--- src/design/sbpc_pkg.sv ---
// Shared types, constants and helpers for the swept box pair collision block.
package sbpc_pkg;

   localparam int QW     = 31;   // quotient bits, equals the time width
   localparam int MTW    = 31;   // max_time width
   localparam int NUMW   = 50;   // |d| << 16
   localparam int DENW   = 33;   // |v|
   localparam int RW     = 64;   // divider remainder width
   localparam int CW     = 50;   // wide contact sums
   localparam int ADDRW  = 3;
   localparam int QDEPTH_DEFAULT = 4;

   localparam logic [2:0] SIDE_NONE    = 3'd0;
   localparam logic [2:0] SIDE_OVERLAP = 3'd1;
   localparam logic [2:0] SIDE_TOP     = 3'd2;
   localparam logic [2:0] SIDE_BOTTOM  = 3'd3;
   localparam logic [2:0] SIDE_LEFT    = 3'd4;
   localparam logic [2:0] SIDE_RIGHT   = 3'd5;

   localparam logic REG_MAX_TIME = 1'b0;
   localparam logic [MTW-1:0] MAX_TIME_RESET = 31'd65536;

   typedef struct packed {
      logic                 ovl;
      logic                 y_ok;
      logic                 y_bot;
      logic signed [33:0]   face_y;
      logic signed [31:0]   bx;
      logic signed [32:0]   vx;
      logic signed [33:0]   left;
      logic signed [33:0]   right;
      logic                 x_ok;
      logic                 x_lft;
      logic signed [33:0]   face_x;
      logic signed [31:0]   by;
      logic signed [32:0]   vy;
      logic signed [33:0]   bottom;
      logic signed [33:0]   top;
      logic signed [31:0]   avx;
      logic signed [31:0]   avy;
   } item_type;

   typedef struct packed {
      item_type             item;
      logic [NUMW-1:0]      num_y;
      logic [NUMW-1:0]      num_x;
      logic [DENW-1:0]      den_y;
      logic [DENW-1:0]      den_x;
   } job_type;

   typedef struct packed {
      logic                 valid;
      item_type             item;
      logic [QW-1:0]        q_y;
      logic [QW-1:0]        q_x;
      logic                 big_y;
      logic                 big_x;
   } quo_type;

   // Clamp a wide signed sum to 32 bits.
   function automatic logic [31:0] sat32(input logic signed [CW-1:0] v);
      logic [31:0] r;
      if (&v[CW-1:31] || ~|v[CW-1:31]) begin
         r = v[31:0];
      end else if (v[CW-1]) begin
         r = 32'h8000_0000;
      end else begin
         r = 32'h7FFF_FFFF;
      end
      return r;
   endfunction

endpackage

--- src/design/sbpc_queue.sv ---
// Short job queue between the front end and the divide/contact back end.
module sbpc_queue import sbpc_pkg::*; #(
   parameter int DEPTH = QDEPTH_DEFAULT
) (
   input  logic    clock,
   input  logic    reset,
   input  logic    push,
   input  job_type push_job,
   input  logic    pop,
   output logic    head_valid,
   output job_type head_job,
   output logic    almost_full
);

   localparam int PW = (DEPTH > 1) ? $clog2(DEPTH) : 1;
   localparam int CNTW = $clog2(DEPTH + 1);

   job_type         mem [DEPTH];
   logic [PW-1:0]   wr_ff, wr_in, rd_ff, rd_in;
   logic [CNTW-1:0] cnt_ff, cnt_in;
   logic            do_pop;

   always_comb begin
      do_pop = pop && (cnt_ff != '0);
      wr_in  = push ? ((wr_ff == PW'(DEPTH - 1)) ? '0 : wr_ff + 1'b1) : wr_ff;
      rd_in  = do_pop ? ((rd_ff == PW'(DEPTH - 1)) ? '0 : rd_ff + 1'b1) : rd_ff;
      cnt_in = cnt_ff + CNTW'(push) - CNTW'(do_pop);
   end

   always_ff @(posedge clock) begin
      if (reset) begin
         wr_ff  <= '0;
         rd_ff  <= '0;
         cnt_ff <= '0;
      end else begin
         wr_ff  <= wr_in;
         rd_ff  <= rd_in;
         cnt_ff <= cnt_in;
      end
      if (push) begin
         mem[wr_ff] <= push_job;
      end
   end

   assign head_valid  = (cnt_ff != '0);
   assign head_job    = mem[rd_ff];
   // one slot kept free for the pair still in the front register
   assign almost_full = (cnt_ff >= CNTW'(DEPTH - 1));

endmodule

--- config.mk ---
export PLATFORM = sky130hd
export DESIGN_NAME = sbpc_queue
export DESIGN_NICKNAME = d
export VERILOG_FILES = /design/src/design/sbpc_pkg.sv /design/src/design/sbpc_queue.sv
export SDC_FILE = /design/constraint.sdc
export NUM_CORES = 1
export LEC_CHECK = 0
export ABC_AREA = 1
export BUFFER_PORTS_ARGS = -buffer_cell sky130_fd_sc_hd__buf_4
export CAP_MARGIN = 20
export CORE_AREA = 2 2 449 451
export CTS_CLUSTER_SIZE = 12
export DETAILED_ROUTE_END_ITERATION = 8
export DIE_AREA = 0 0 451 453
export PLACE_DENSITY = 0.59
export SETUP_SLACK_MARGIN = 0.1
export SYNTH_ARGS = -nofsm -noshare
export SYNTH_HDL_FRONTEND = slang
export SYNTH_SLANG_ARGS = --single-unit
--- constraint.sdc ---
create_clock -name clock -period 23.6 [get_ports clock]
set_input_delay 7.08 -clock clock [delete_from_list [all_inputs] [get_ports clock]]
set_output_delay 7.08 -clock clock [all_outputs]
set_load 0.05 [all_outputs]
* After elaboration in Yosys (flattened, before gate mapping) *
Memory sizes are Yosys's and may differ from the RTL's. A register that Yosys moved wholly into a read port is not among the register bits.
Cells that the tools add are included.

storage, ports and cells
  flip-flop bits (word level) = 7
  memory bits (writable) = 2,276
  input port bits = 573
  word-level logic and storage cells = 19
  memories kept = 1

memories
  memory  words  width  read ports  clocked after Yosys merged registers in  write ports  line              source
  mem     4      569    1           1                                        1            sbpc_queue.sv:18  job_type mem [DEPTH];

operators by class
  add/sub/neg operators = 4
  magnitude comparators = 1
  equal/unequal tests = 2
  mux-type cells = 6
  reductions and logical operators = 2

operators by type and width
  cell                 number
  $mux 2               4
  $add 2x1->2 const B  2
  $eq 2x2->1 const B   2
  $add 3x1->3          1
  $ge 3x2->1 const B   1
  $reduce_bool 3->1    1
  $sub 3x1->3          1
  $mux 1               2
  $logic_and 1x1->1    1

* Longest topological paths before layout *
  depth after elaboration = 4
  gate-level depth with buffers = 8
  depth with buffers taken out = 8

* Worst setup path before layout *
OpenSTA, ideal clock, no wires.

  kind = input-to-reg
  start = input push
  end = memory mem[3][0] in the netlist's numbering, enable pin
  setup time = 0.917 ns
  data arrival time = 18.373 ns
  required time = 22.683 ns
  slack = 4.310 ns
  stages on the path = 3
  path buffers = 1
  cells stage by stage = clkbuf_1 nand2_1 inv_1

on the way
  word-level cells in the longest chain between the ends = 2

RTL lines
  element                       line              source
  from (decl)                   sbpc_queue.sv:7   input logic push,
  $mux 1                        sbpc_queue.sv:40  if (push) begin
  $mux 1 (implied by the code)  sbpc_queue.sv:41  mem[wr_ff] <= push_job;
  to (decl)                     sbpc_queue.sv:18

No other way between the ends.

==> impl_metrics.tcl <==
set metrics [dict create \
    outcome "completed" \
    area_delta_synth_final_pct 20.7 \
    number_of_design_rule_violations_left_by_the_first_detailed_router_iteration 4630 \
    die_w_um 451 \
    synth_cells 5565 \
    yosysMostFrequentCell "sky130_fd_sc_hd__edfxtp_1" \
    kind_of_path_behind_the_tightest_hold_check "flip-flop to flip-flop" \
    post_route_cells_drive_above_1_share 0.220 \
    p_int_uw 7590 \
    fin_nets 7205 \
    area_leader_netlist "sky130_fd_sc_hd__edfxtp_1" \
    grt_pass1_wl_mm 340 \
    cp.required_ns 16.52 \
    critical_path_sink_type "output port" \
    synthDistinctLibCells 21 \
    hold_depth 2 \
    clkTransAtPathRegs_ns 0.06 \
    cts_hold_buffers 0 \
    netlist_area_um2 84300 \
    detailedPlace.worstSlack_ns 12.45 \
    overflow 0 \
    clock_tree.buffer_depth 3 \
    final_util 0.511 \
    clock_power_share 0.264 \
    per_cell_via_count_in_the_routed_design 5.42 \
    yosysWarningCount 0 \
    drt_pre_antenna_iters 6 \
    post_cts_buffers 0 \
    pwr-share-seq 0.377 \
    setup_tns_ns 0 \
    place.gp.congestion 0.846 \
    max_slew.worst_pin.slew_ns 1.26 \
    ys_top_cells_by_count "sky130_fd_sc_hd__edfxtp_1 (2276), sky130_fd_sc_hd__nor2_1 (1147), sky130_fd_sc_hd__o21ai_0 (1026)" \
    fmax_mhz 83.9 \
    power_switching_uw 4940 \
    routed-via-count 51400 \
    core-area_um2 199000 \
    async_flop_share 0 \
    fin_crit_sh 0.505 \
    routed_wirelength_mm 239 \
    hpwl_mm 148 \
    clk_latency_ns 0.86 \
    tritoncts "built" \
    endpoint_arrival_time_on_the_critical_path_ns 4.84 \
    p_sw_frac 0.394 \
    cts.root.buffer_cell "sky130_fd_sc_hd__clkbuf_16" \
    final_antenna_net_count 0 \
    globalRouteTotalUtil 0.225 \
    cts_inserted_buffers 229 \
    setup_ws_ns 11.68 \
    io_pins 1144 \
    synth_edf_count 2276 \
    depth_of_the_worst_register_to_register_path 7 \
    io_buffers 1143 \
    startpoint_type "flip-flop" \
    final-max-slew-violation-count 0 \
    power-per-cell-area_nw_per_um2 123 \
    std_cell_rows 164 \
    postCtsResizedCells 0 \
    worstPathMaxFanout 218 \
    finalCriticalPeriod_ns 11.92 \
    synth_seq_area_share 0.813 \
    p_leak_uw 0.0348 \
    comb_power_share 0.359 \
    number_of_nets_produced_by_synthesis 6147 \
    clock-skew-final_ns 0.0564 \
    yosys.area.top_type_share 0.811 \
    grt_max_degree 219 \
    post_synth.cell_area_avg_um2 15.1 \
    cap_viol_max_count 0 \
    floorplan.initialDensity 0.423 \
    synth_seq_cells 2285 \
    slew_headroom 0.160 \
    critical_path_class "flip-flop to output port" \
    drc 0 \
    rsz0062_at_grt "false" \
    detail_route.wl_per_cell_um 25.2 \
    ir_worst_vdd_mv 0.0944 \
    finalSetupViolations 0 \
    h-tree-depth 4 \
    die_area_um2 204000 \
    y_dimension_of_the_die_um 453 \
    grt_antenna_before_repair 90 \
    grt_pass1_vias 49100 \
    number_of_hold_violations_in_the_final_report 0 \
    cts_sinks 2285 \
    largest_cells_by_area_after_synthesis "sky130_fd_sc_hd__edfxtp_1 (81%), sky130_fd_sc_hd__o21ai_0 (6.1%), sky130_fd_sc_hd__nor2_1 (5.1%)" \
    synthFlopType "sky130_fd_sc_hd__edfxtp_1" \
]
## sequential cells by signal, summed over array words and instances, names as in the netlist, named ones only
register,count
cnt_ff,3
mem,2276
rd_ff,2
wr_ff,2
## placed cells by master (no fill, tap or decap), types with 2 or more instances in the layout
cell	instances
sky130_fd_sc_hd__a21oi_1	3
sky130_fd_sc_hd__buf_12	12
sky130_fd_sc_hd__buf_4	1194
sky130_fd_sc_hd__bufinv_16	4
sky130_fd_sc_hd__clkbuf_1	76
sky130_fd_sc_hd__clkbuf_16	232
sky130_fd_sc_hd__clkinv_1	36
sky130_fd_sc_hd__clkinv_16	3
sky130_fd_sc_hd__clkinv_2	22
sky130_fd_sc_hd__clkinvlp_4	3
sky130_fd_sc_hd__dfxtp_1	7
sky130_fd_sc_hd__dfxtp_4	2
sky130_fd_sc_hd__diode_2	46
sky130_fd_sc_hd__edfxtp_1	2276
sky130_fd_sc_hd__ha_1	8
sky130_fd_sc_hd__inv_1	13
sky130_fd_sc_hd__inv_16	2
sky130_fd_sc_hd__inv_6	8
sky130_fd_sc_hd__inv_8	5
sky130_fd_sc_hd__nand2_1	8
sky130_fd_sc_hd__nand3_1	2
sky130_fd_sc_hd__nor2_1	1147
sky130_fd_sc_hd__o21ai_0	1026
sky130_fd_sc_hd__o21ai_1	113
sky130_fd_sc_hd__o22ai_1	569
sky130_fd_sc_hd__xnor2_1	2
## per-stage QoR
step | instance area, um2 | hold WS, ns | total power, uW | std cells
after CTS | 102000 | 0.548 | 12600 | 9435
final | 102000 | 0.536 | 12500 | 9481
after floorplan | 84300 | 0.483 | 7830 | 5565
after global routing | 102000 | 0.584 | 13000 | 9472
after global placement | 95000 | 0.526 | 9300 | 9047
after detailed placement | 95000 | 0.534 | 9330 | 9048
## worst max-delay path: stages (launching register included)
cell,delay [ns]
sky130_fd_sc_hd__dfxtp_4,0.52
sky130_fd_sc_hd__inv_16,0.58
sky130_fd_sc_hd__buf_4,0.70
sky130_fd_sc_hd__buf_4,0.63
sky130_fd_sc_hd__buf_4,0.71
sky130_fd_sc_hd__o21ai_0,0.17
sky130_fd_sc_hd__o22ai_1,0.23
sky130_fd_sc_hd__buf_4,0.25
## metal layers
metal,part of all wire,track usage,vias up
li1,-,-,23300
met4,0.054,0.122,84
met1,0.37,0.266,25700
met2,0.49,0.366,1807
met5,0.0023,0,-
met3,0.085,0.0733,517
## worst paths after layout
kind / endpoint / slack, ns / startpoint
max reg2reg: mem[0][153] / 19.40 / wr_ff[0]
min reg2reg: flip-flop / 0.54 / rd_ff[1]
max: head_job[389] / 11.68 / flip-flop
min: flip-flop / 0.54 / rd_ff[1]
## cell families (layout without fill, tap and decap cells)
kind of cell / after synthesis / in the layout / share of synthesized area
compound gates: 1712 / 1712 / 0.110
simple gates: 1158 / 1158 / 0.0516
buf+inv: 399 / 1613 / 0.0238
other cells: 0 / 46 / 0
xor+xnor: 2 / 2 / 0.000208
flops: 2285 / 2285 / 0.813
fa+ha+maj: 9 / 9 / 0.00142
## power groups by stage
| stage | Sequential [uW] | Clock (uW) | Combinational [uW] |
|---|---|---|---|
| final | 4730 | 3310 | 4500 |
| after global routing | 4740 | 3530 | 4710 |
| after CTS | 4730 | 3380 | 4530 |
| after detailed placement | 4810 | 0 | 4520 |
| after global placement | 4810 | 0 | 4500 |
| after floorplan | 4890 | 0 | 2940 |
## layout make-up
cell class | instances | area, um2
inverter | 19 | 125
clock inverter | 79 | 593
tap | 2656 | 3320
sequential | 2285 | 68500
multi-input combinational | 2881 | 13800
fill | 16600 | 97500
timing repair buffer | 1207 | 9230
antenna | 46 | 115
clock buffer | 308 | 6090
No activity file was read; power rests on OpenSTA's default activity.
