--- config.mk ---
export PLATFORM = sky130hd
export DESIGN_NAME = sbpc_front
export DESIGN_NICKNAME = d
export VERILOG_FILES = /design/src/design/sbpc_pkg.sv /design/src/design/sbpc_front.sv
export SDC_FILE = /design/constraint.sdc
export NUM_CORES = 1
export LEC_CHECK = 0
export ABC_AREA = 1
export ABC_CLOCK_PERIOD_IN_PS = 7900
export CORE_AREA = 2 2 372 374
export CTS_BUF_LIST = sky130_fd_sc_hd__clkbuf_16
export CTS_CLUSTER_DIAMETER = 150
export DETAILED_ROUTE_END_ITERATION = 8
export DIE_AREA = 0 0 374 376
export DONT_BUFFER_PORTS = 1
export PLACE_DENSITY = 0.49
export REMOVE_ABC_BUFFERS = 1
export SLEW_MARGIN = 20
export SYNTH_ARGS = -nofsm -noshare
export SYNTH_HDL_FRONTEND = slang
export SYNTH_SLANG_ARGS = --single-unit
--- constraint.sdc ---
create_clock -name clock -period 7.9 [get_ports clock]
set_clock_uncertainty 0.2 [all_clocks]
set_input_delay 0.79 -clock clock [delete_from_list [all_inputs] [get_ports clock]]
set_output_delay 0.79 -clock clock [all_outputs]
set_load 0.02 [all_outputs]
--- src/design/sbpc_pkg.sv ---
// Shared types, constants and helpers for the swept box pair collision block.
package sbpc_pkg;

   localparam int QW     = 31;   // quotient bits, equals the time width
   localparam int MTW    = 31;   // max_time width
   localparam int NUMW   = 50;   // |d| << 16
   localparam int DENW   = 33;   // |v|
   localparam int RW     = 64;   // divider remainder width
   localparam int CW     = 50;   // wide contact sums
   localparam int ADDRW  = 3;
   localparam int QDEPTH_DEFAULT = 4;

   localparam logic [2:0] SIDE_NONE    = 3'd0;
   localparam logic [2:0] SIDE_OVERLAP = 3'd1;
   localparam logic [2:0] SIDE_TOP     = 3'd2;
   localparam logic [2:0] SIDE_BOTTOM  = 3'd3;
   localparam logic [2:0] SIDE_LEFT    = 3'd4;
   localparam logic [2:0] SIDE_RIGHT   = 3'd5;

   localparam logic REG_MAX_TIME = 1'b0;
   localparam logic [MTW-1:0] MAX_TIME_RESET = 31'd65536;

   typedef struct packed {
      logic                 ovl;
      logic                 y_ok;
      logic                 y_bot;
      logic signed [33:0]   face_y;
      logic signed [31:0]   bx;
      logic signed [32:0]   vx;
      logic signed [33:0]   left;
      logic signed [33:0]   right;
      logic                 x_ok;
      logic                 x_lft;
      logic signed [33:0]   face_x;
      logic signed [31:0]   by;
      logic signed [32:0]   vy;
      logic signed [33:0]   bottom;
      logic signed [33:0]   top;
      logic signed [31:0]   avx;
      logic signed [31:0]   avy;
   } item_type;

   typedef struct packed {
      item_type             item;
      logic [NUMW-1:0]      num_y;
      logic [NUMW-1:0]      num_x;
      logic [DENW-1:0]      den_y;
      logic [DENW-1:0]      den_x;
   } job_type;

   typedef struct packed {
      logic                 valid;
      item_type             item;
      logic [QW-1:0]        q_y;
      logic [QW-1:0]        q_x;
      logic                 big_y;
      logic                 big_x;
   } quo_type;

   // Clamp a wide signed sum to 32 bits.
   function automatic logic [31:0] sat32(input logic signed [CW-1:0] v);
      logic [31:0] r;
      if (&v[CW-1:31] || ~|v[CW-1:31]) begin
         r = v[31:0];
      end else if (v[CW-1]) begin
         r = 32'h8000_0000;
      end else begin
         r = 32'h7FFF_FFFF;
      end
      return r;
   endfunction

endpackage

--- src/design/sbpc_front.sv ---
// Front end: registers a pair, builds the grown faces and sets up both sweeps.
module sbpc_front import sbpc_pkg::*; (
   input  logic                 clock,
   input  logic                 reset,
   input  logic                 accept,
   input  logic [30:0]          a_half_w,
   input  logic [30:0]          a_half_h,
   input  logic signed [31:0]   a_pos_x,
   input  logic signed [31:0]   a_pos_y,
   input  logic signed [31:0]   a_vel_x,
   input  logic signed [31:0]   a_vel_y,
   input  logic [30:0]          b_half_w,
   input  logic [30:0]          b_half_h,
   input  logic signed [31:0]   b_pos_x,
   input  logic signed [31:0]   b_pos_y,
   input  logic signed [31:0]   b_vel_x,
   input  logic signed [31:0]   b_vel_y,
   output logic                 push,
   output job_type              push_job
);

   logic                 vld_ff;
   logic [30:0]          aw_ff, ah_ff, bw_ff, bh_ff;
   logic signed [31:0]   ax_ff, ay_ff, avx_ff, avy_ff, bx_ff, by_ff, bvx_ff, bvy_ff;

   always_ff @(posedge clock) begin
      if (reset) begin
         vld_ff <= 1'b0;
      end else begin
         vld_ff <= accept;
      end
      if (accept) begin
         aw_ff  <= a_half_w;
         ah_ff  <= a_half_h;
         ax_ff  <= a_pos_x;
         ay_ff  <= a_pos_y;
         avx_ff <= a_vel_x;
         avy_ff <= a_vel_y;
         bw_ff  <= b_half_w;
         bh_ff  <= b_half_h;
         bx_ff  <= b_pos_x;
         by_ff  <= b_pos_y;
         bvx_ff <= b_vel_x;
         bvy_ff <= b_vel_y;
      end
   end

   logic signed [33:0] top, bottom, left, right, bx34, by34, face_y, face_x;
   logic signed [32:0] vx, vy, nvx, nvy;
   logic signed [34:0] dy, dx, ndy, ndx;
   logic               y_bot, x_lft, y_ok, x_ok;
   logic [33:0]        ady, adx;

   always_comb begin
      top    = {{2{ay_ff[31]}}, ay_ff} + $signed({3'b0, ah_ff}) + $signed({3'b0, bh_ff});
      bottom = {{2{ay_ff[31]}}, ay_ff} - $signed({3'b0, ah_ff}) - $signed({3'b0, bh_ff});
      left   = {{2{ax_ff[31]}}, ax_ff} - $signed({3'b0, aw_ff}) - $signed({3'b0, bw_ff});
      right  = {{2{ax_ff[31]}}, ax_ff} + $signed({3'b0, aw_ff}) + $signed({3'b0, bw_ff});
      bx34   = {{2{bx_ff[31]}}, bx_ff};
      by34   = {{2{by_ff[31]}}, by_ff};
      vx     = {bvx_ff[31], bvx_ff} - {avx_ff[31], avx_ff};
      vy     = {bvy_ff[31], bvy_ff} - {avy_ff[31], avy_ff};
      nvx    = -vx;
      nvy    = -vy;
      // moving up meets the bottom face, moving right meets the left face
      y_bot  = !vy[32] && (vy != '0);
      x_lft  = !vx[32] && (vx != '0);
      face_y = y_bot ? bottom : top;
      face_x = x_lft ? left : right;
      dy     = {face_y[33], face_y} - {by34[33], by34};
      dx     = {face_x[33], face_x} - {bx34[33], bx34};
      ndy    = -dy;
      ndx    = -dx;
      ady    = dy[34] ? ndy[33:0] : dy[33:0];
      adx    = dx[34] ? ndx[33:0] : dx[33:0];
      y_ok   = (vy != '0) && ((dy == '0) || (dy[34] == vy[32]));
      x_ok   = (vx != '0) && ((dx == '0) || (dx[34] == vx[32]));

      push_job.item.ovl    = (by34 < top) && (by34 > bottom) && (bx34 < right) && (bx34 > left);
      push_job.item.y_ok   = y_ok;
      push_job.item.y_bot  = y_bot;
      push_job.item.face_y = face_y;
      push_job.item.bx     = bx_ff;
      push_job.item.vx     = vx;
      push_job.item.left   = left;
      push_job.item.right  = right;
      push_job.item.x_ok   = x_ok;
      push_job.item.x_lft  = x_lft;
      push_job.item.face_x = face_x;
      push_job.item.by     = by_ff;
      push_job.item.vy     = vy;
      push_job.item.bottom = bottom;
      push_job.item.top    = top;
      push_job.item.avx    = avx_ff;
      push_job.item.avy    = avy_ff;
      push_job.num_y       = {ady, 16'b0};
      push_job.num_x       = {adx, 16'b0};
      push_job.den_y       = vy[32] ? nvy : vy;
      push_job.den_x       = vx[32] ? nvx : vx;
   end

   assign push = vld_ff;

endmodule

# == After elaboration in Yosys (flattened, before gate mapping) ==
# Cells that the tools add are included.
# op_classes
order_cmp,4
eq_ne,2
n_mux,6
n_addsub,16
n_reduce_logical,15
# ops
cell,n
$mux 34,4
$sub 32x32->33,4
$logic_not 35->1,2
$sub 34x32->35,2
$add 33x32->34,2
$gt 32x34->1,2
$lt 32x34->1,2
$neg 34->34,2
$sub 33x32->34,2
$add 32x32->33,2
$mux 33,2
$neg 33->33,2
$reduce_bool 33->1,2
$logic_and 1x1->1,7
$eq 1x1->1,2
$logic_not 1->1,2
$logic_or 1x1->1,2
# totals
word_cells,56
in_bits,383
regBits,381
out_inout_bits,570

# == Depth between registers and ports, before layout ==
# Gate-level depths: netlist (run 1).
# logic_depth
word_depth,8
mapped_depth,46
ltp_nobuf,44

# == Worst setup path after synthesis (run 1) ==
# Ideal clock, no wire load.
# synth_path
path_type,register to output
start,register ah_ff[0]
end,output port push_job[133] in the netlist's numbering
t_required_ns,6.910
arrival_time_ns,5.740
n_path_buf,1
path_slack_ns,1.170
stages_incl_launch_ff,26
path_cell_list,edfxtp_1 -> fa_1 -> ha_1 -> inv_1 -> nand2_1 -> inv_1 -> fa_1 -> nand3b_1 -> nand2_1 -> a21oi_1 -> o21ai_0 -> a21oi_1 -> o21ai_0 -> xor2_1 -> nand3_1 -> nand2_1 -> ha_1 -> nand2_1 -> nor2_1 -> and2_1 -> and2_1 -> a21boi_0 -> o21ai_0 -> nand2_1 -> clkbuf_1 -> o21ai_0
# synth_rtl
item,line,source
from (decl),sbpc_front.sv:23,"logic [30:0] aw_ff, ah_ff, bw_ff, bh_ff;"
from (signal assigned),sbpc_front.sv:34,ah_ff <= a_half_h;
to (decl),sbpc_front.sv:19,output job_type push_job

==> flow_metrics.tcl, run 1 <==
set metrics [dict create \
    maxCapViolations 0 \
    syn_to_final_growth_pct 24.56 \
    yosysSeqAreaShare 0.2709 \
    p_switching_mw 13.32 \
    die-width_um 374 \
    synthMostInstantiatedCell "nand2_1" \
    io_pins 953 \
    fin_crit_sh 0.9549 \
    cts_root_buf "clkbuf_16" \
    synth_edf_count 380 \
    cts_buffers 49 \
    synth_top_area_cell "edfxtp_1" \
    p_seq_frac 0.117 \
    tightest_slew_ps 1138 \
    grt_pass1_vias 41430 \
    htree_levels 2 \
    clk_pin_slew_ps 60 \
    final_cells 8629 \
    std_cell_rows 136 \
    synth_top_area_frac 0.2704 \
    postSynthAreaPerCell_um2 6.901 \
    crit_fanout 5 \
    ys_seq_elements 381 \
    path_class "reg -> out" \
    antenna_found_initial 29 \
    drc_errors 0 \
    die-area_mm2 0.1406 \
    placed_cells 8186 \
    arrival_ps 6550 \
    yosys_most_used_dff "edfxtp_1" \
    end_kind "primary output" \
    internal_power_mw 9.429 \
    min_period_ps 7544 \
    io_buffers 0 \
    cts.sinks 381 \
    finalWirelength_um 191400 \
    crit_path_start_kind "register" \
    initial_core_util 0.3088 \
    coreArea_mm2 0.1366 \
    grt_max_degree 382 \
    crit_top_cell "nand2_1" \
    routed_via_density 4.946 \
    critPathRequiredTime_ps 6910 \
    final_net_count 7712 \
    grt_overflow_total 0 \
    hold_viol 0 \
    total_leakage_power_nw 26.84 \
    die_h_um 376 \
    cts_tree "built" \
    grt_pass1_wl_um 274300 \
    p_per_area_mw_per_mm2 432.7 \
    synth.distinct_cells 55 \
    sw_frac_of_total 0.5855 \
    ir_drop_v 0.0003423 \
    slew_viol_final 0 \
    vias 42680 \
    grt_util_all_layers 0.2619 \
    gp_congestion 1.017 \
    dp_hpwl_um 164500 \
    fin_hold_ws_ps 43.19 \
    netlist_area_mm2 0.04220 \
    layout-drive-gt1-share 0.1003 \
    clk_path_buf_depth 3 \
    status "finished, final reports clean" \
    hold_class "in -> reg" \
    max_slew_margin 0.2415 \
    drt_pass1_iterations 6 \
    fmaxAchievable_mhz 132.6 \
    wl_per_cell_um 22.18 \
    slowest_delay_ps 550 \
    combPwrFrac 0.780 \
    ys_warn_count 0 \
    synth_common_cells "nand2_1, inv_1, nor2_1" \
    syn_inst 6115 \
    setup_viol 0 \
    slowest_stage "fa_1" \
    ant_nets 0 \
    synthTopCellsByArea "edfxtp_1, nand2_1, ha_1" \
    pwr-share-clk 0.102 \
    async_flop_share 0 \
    drtIter0Drc 3093 \
]
sequential cells by signal, indices dropped and copies added (netlist names):
| signal | count |
|---|---|
| by_ff | 32 |
| ah_ff | 31 |
| aw_ff | 31 |
| avx_ff | 32 |
| ay_ff | 32 |
| bh_ff | 31 |
| bvx_ff | 32 |
| ax_ff | 32 |
| avy_ff | 32 |
| bvy_ff | 32 |
| bx_ff | 32 |
| push | 1 |
| bw_ff | 31 |
critical path, delay by kind of cell (launching register included):
| kind | cells | cell delay [ps] |
|---|---|---|
| simple gates | 16 | 2210 |
| fa+ha+maj | 4 | 1510 |
| buf+inv | 7 | 870 |
| compound gates | 5 | 770 |
| flops | 1 | 420 |
| xor+xnor | 1 | 100 |
power by group through the flow:
stage                     logic, mW  registers (mW)  clock network (mW)
after floorplan                10.4            2.62                   0
after global placement         16.9            2.71                   0
after detailed placement       16.9            2.71                   0
after CTS                      17.1            2.67                2.38
after global routing           19.3            2.69                2.45
final                          17.8            2.67                2.32
layer usage:
| layer | global-route usage | part of all wire | wire length [um] |
|---|---|---|---|
| met1 | 0.3313 | 0.42 | 80470 |
| met2 | 0.4410 | 0.46 | 88080 |
| met3 | 0.05490 | 0.075 | 14420 |
| met4 | 0.09052 | 0.043 | 8239 |
| met5 | 0 | 0.0011 | 206 |
cell type report:
cell class	count	area, um^2
flip-flops and latches	381	11430
diodes	7	17.52
inverters	1250	4698
well taps	1794	2245
multi-input cells	4445	26620
clock buffers	49	1226
clock inverters	39	384.1
fillers	14440	84080
repair buffers	664	5938
cell usage in the layout (no fill, tap or decap), types with 32 or more instances in the layout:
cell type / count
nor3_1: 61
inv_1: 1225
xnor2_1: 42
conb_1: 32
o21ai_0: 144
nor2_2: 44
nand2_2: 73
nand3_1: 401
a21oi_1: 285
clkbuf_16: 50
xor2_1: 149
nor2_1: 456
dlygate4sd3_1: 328
fa_1: 126
ha_1: 367
edfxtp_1: 380
buf_4: 323
nand4_1: 98
nand2_1: 1846
logic make-up after synthesis:
logic type               count (synthesis)  share of synthesized area
other                                    1                 0.00008886
adder cells (fa/ha/maj)                538                     0.1826
AO/OA/AOI/OAI                          601                    0.07949
flip-flops                             381                     0.2709
buffers and inverters                 1322                     0.1226
XOR/XNOR                               206                    0.04329
AND/OR/NAND/NOR                       3066                     0.3011
worst paths after layout:
check,from,endpoint,slack [ps],cells past startpoint
worst max-delay path,ay_ff[0],push_job[567],360,33
worst min-delay path,b_pos_y[12],by_ff[12],40,0
what timing repair did:
action,CTS,global route
setup buffers,4,13
cloned,1,2
endpoints found under the setup margin,36,69
hold buffers,328,0
pin swaps,4,14
endpoints found under the hold margin,328,0
gates resized for setup,24,220
stage by stage:
step / utilization / setup TNS [ps] / setup slack [ps] / total power, mW / instance area [um^2]
global route: 0.3847 / -576.4 / -79.82 / 24.43 / 52560
CTS: 0.3772 / -2.203 / -2.203 / 22.18 / 51550
detailed placement: 0.3403 / 0 / 136.3 / 19.59 / 46500
floorplan: - / 0 / 588.6 / 13.00 / 41840
finish: 0.3847 / 0 / 356.4 / 22.75 / 52560
global placement: 0.3403 / 0 / 99.51 / 19.57 / 46500
(Power assumes the default switching activity.)
==> inputs of run 2 (changes only) <==
--- a/config.mk
+++ b/config.mk
@@ -7,15 +7,18 @@
 export LEC_CHECK = 0
 export ABC_AREA = 1
 export ABC_CLOCK_PERIOD_IN_PS = 7900
+export CELL_PAD_IN_SITES_DETAIL_PLACEMENT = 1
+export CELL_PAD_IN_SITES_GLOBAL_PLACEMENT = 1
 export CORE_AREA = 2 2 372 374
 export CTS_BUF_LIST = sky130_fd_sc_hd__clkbuf_16
 export CTS_CLUSTER_DIAMETER = 150
 export DETAILED_ROUTE_END_ITERATION = 8
 export DIE_AREA = 0 0 374 376
 export DONT_BUFFER_PORTS = 1
-export PLACE_DENSITY = 0.49
+export PLACE_DENSITY = 0.62
 export REMOVE_ABC_BUFFERS = 1
 export SLEW_MARGIN = 20
 export SYNTH_ARGS = -nofsm -noshare
 export SYNTH_HDL_FRONTEND = slang
 export SYNTH_SLANG_ARGS = --single-unit
+export TNS_END_PERCENT = 20
==> run 2 against run 1 <==
Against the previous run: first-iteration DRC count is 30% lower; clock-buffer cell count is 4 lower; die area stayed put; worst hold slack better by 14 ps; combinational power hardly changed; sequential power hardly changed; power is 0.50% lower; maximum frequency is 0.14% lower; worst setup slack worse by 11 ps.
==> flow_metrics.tcl, run 2 (synthesis gave the netlist of run 1 again) <==
set metrics [dict create \
    htree_levels 2 \
    path_class "reg -> out" \
    clk_path_buf_depth 3 \
    holdPathStages 0 \
    combPwrFrac 0.779 \
    std_cell_rows 136 \
    final_cells 8376 \
    die-width_um 374 \
    drtIter0Drc 2175 \
    clk_pin_slew_ps 70 \
    wl_met3_um 11660 \
    slew_viol_final 0 \
    total_leakage_power_nw 25.75 \
    finalWorstSetupSlack_ps 345.6 \
    sw_frac_of_total 0.5950 \
    slowest_stage "edfxtp_1" \
    grt_pass1_wl_um 277700 \
    crit_top_cell "nand2_1" \
    hold_viol 0 \
    gp_congestion 0.9639 \
    fin_crit_sh 0.9563 \
    p_total_mw 22.63 \
    min_period_ps 7554 \
    ir_drop_v 0.0003455 \
    antenna_found_initial 33 \
    layout-drive-gt1-share 0.1065 \
    grt_util_all_layers 0.2619 \
    max_slew_margin 0.2289 \
    cts.sinks 381 \
    die_h_um 376 \
    p_per_area_mw_per_mm2 448.5 \
    internal_power_mw 9.166 \
    vias 41800 \
    critPathRequiredTime_ps 6910 \
    maxCapViolations 0 \
    die-area_mm2 0.1406 \
    fmaxAchievable_mhz 132.4 \
    final_cell_mix "nand2_1, inv_1, nor2_1, nand3_1, edfxtp_1" \
    slowest_delay_ps 530 \
    coreArea_mm2 0.1366 \
    grt_pass1_vias 43340 \
    cts_tree "built" \
    placed_cells 8122 \
    initial_core_util 0.3088 \
    io_buffers 0 \
    final_net_count 7461 \
    grt_max_degree 382 \
    drt_pass1_iterations 5 \
    pwr-share-clk 0.103 \
    arrival_ps 6560 \
    crit_fanout 5 \
    drc_errors 0 \
    n_fill_cell 17090 \
    detailedPlace.worstSlack_ps -380.1 \
    multi_input_area_mm2 0.02680 \
    io_pins 953 \
    grt_overflow_total 0 \
    drt-met1-wl_um 81930 \
    cts_root_buf "clkbuf_16" \
    tightest_slew_ps 1157 \
    ant_nets 0 \
    routed_via_density 4.990 \
    hold_class "in -> reg" \
    status "finished, final reports clean" \
    p_seq_frac 0.118 \
    final_common_cell "nand2_1" \
    p_switching_mw 13.47 \
    cts_buffers 45 \
    wl_met2_um 91760 \
    wl_per_cell_um 22.89 \
    dp_hpwl_um 163200 \
    syn_to_final_growth_pct 19.58 \
    seq_area_mm2 0.01143 \
    end_kind "primary output" \
    top_layer "met5" \
    final_util 0.3693 \
    setup_viol 0 \
    crit_path_start_kind "register" \
    finalWirelength_um 191800 \
]
==> run 2: cell count changes in the layout (fill, tap and decap cells not counted), moves of 9 or more <==
cell and change:
inv_1 -10, ha_1 -28, nor2_1 -23, buf_4 -58, nand2_1 -9, dlygate4sd3_1 -192
nor2_2 +19, ha_2 +29
==> run 2: stage by stage <==
step                TNS [ps]  hold WS, ps  instance area (um^2)
finish                     0        57.66                 50460
global route          -332.0        10.48                 50460
CTS                   -9.550       0.1215                 49340
detailed placement     -4670        673.7                 46020
global placement       -3738        664.7                 46020
floorplan                  0        661.2                 41840
==> run 2: power groups by stage <==
stage | Sequential (mW) | Combinational (mW) | Clock, mW
global placement | 2.69 | 16.5 | 0
global route | 2.68 | 19.2 | 2.44
CTS | 2.66 | 17.0 | 2.37
detailed placement | 2.70 | 16.8 | 0
floorplan | 2.62 | 10.4 | 0
finish | 2.66 | 17.6 | 2.34
==> run 2: layout make-up <==
| type | count | share of cell area |
|---|---|---|
| clock buffer | 45 | 0.02231 |
| multi-input combinational | 4445 | 0.5310 |
| tap | 1794 | 0.04448 |
| inverter | 1250 | 0.09310 |
| timing repair buffer | 417 | 0.07257 |
| antenna | 9 | 0.0004463 |
| sequential | 381 | 0.2265 |
| clock inverter | 35 | 0.009595 |
==> run 2: path summary, 6_finish.rpt <==
check	from	slack [ps]	end
hold / removal	a_vel_x[4]	60	avx_ff[4]
setup / recovery	avy_ff[0]	350	push_job[150]
==> run 2: what timing repair did <==
item | 4_1_cts | 5_1_grt
gates resized for setup | 67 | 257
hold endpoints to repair | 136 | 0
buffers inserted | 9 | 13
pin swaps | 5 | 17
gates cloned | 3 | 4
setup endpoints to repair | 50 | 69
hold buffers | 136 | 0
==> run 2: metal layers <==
metal  up-vias  global-route usage
met3       270             0.05522
met2      1112              0.4537
met5         -                   0
li1      20140                   -
met4        16             0.08028
met1     20260              0.3244
==> run 2: worst max-delay path: cells and delay by family (launching register included) <==
kind / cells / cell delay (ps)
AOI/OAI and AO/OA: 1 / 190
xor gates and xnor gates: 1 / 170
adders and majority gates: 3 / 970
buffers and inverters: 7 / 930
DFF: 1 / 530
and+or+nand+nor: 27 / 3110
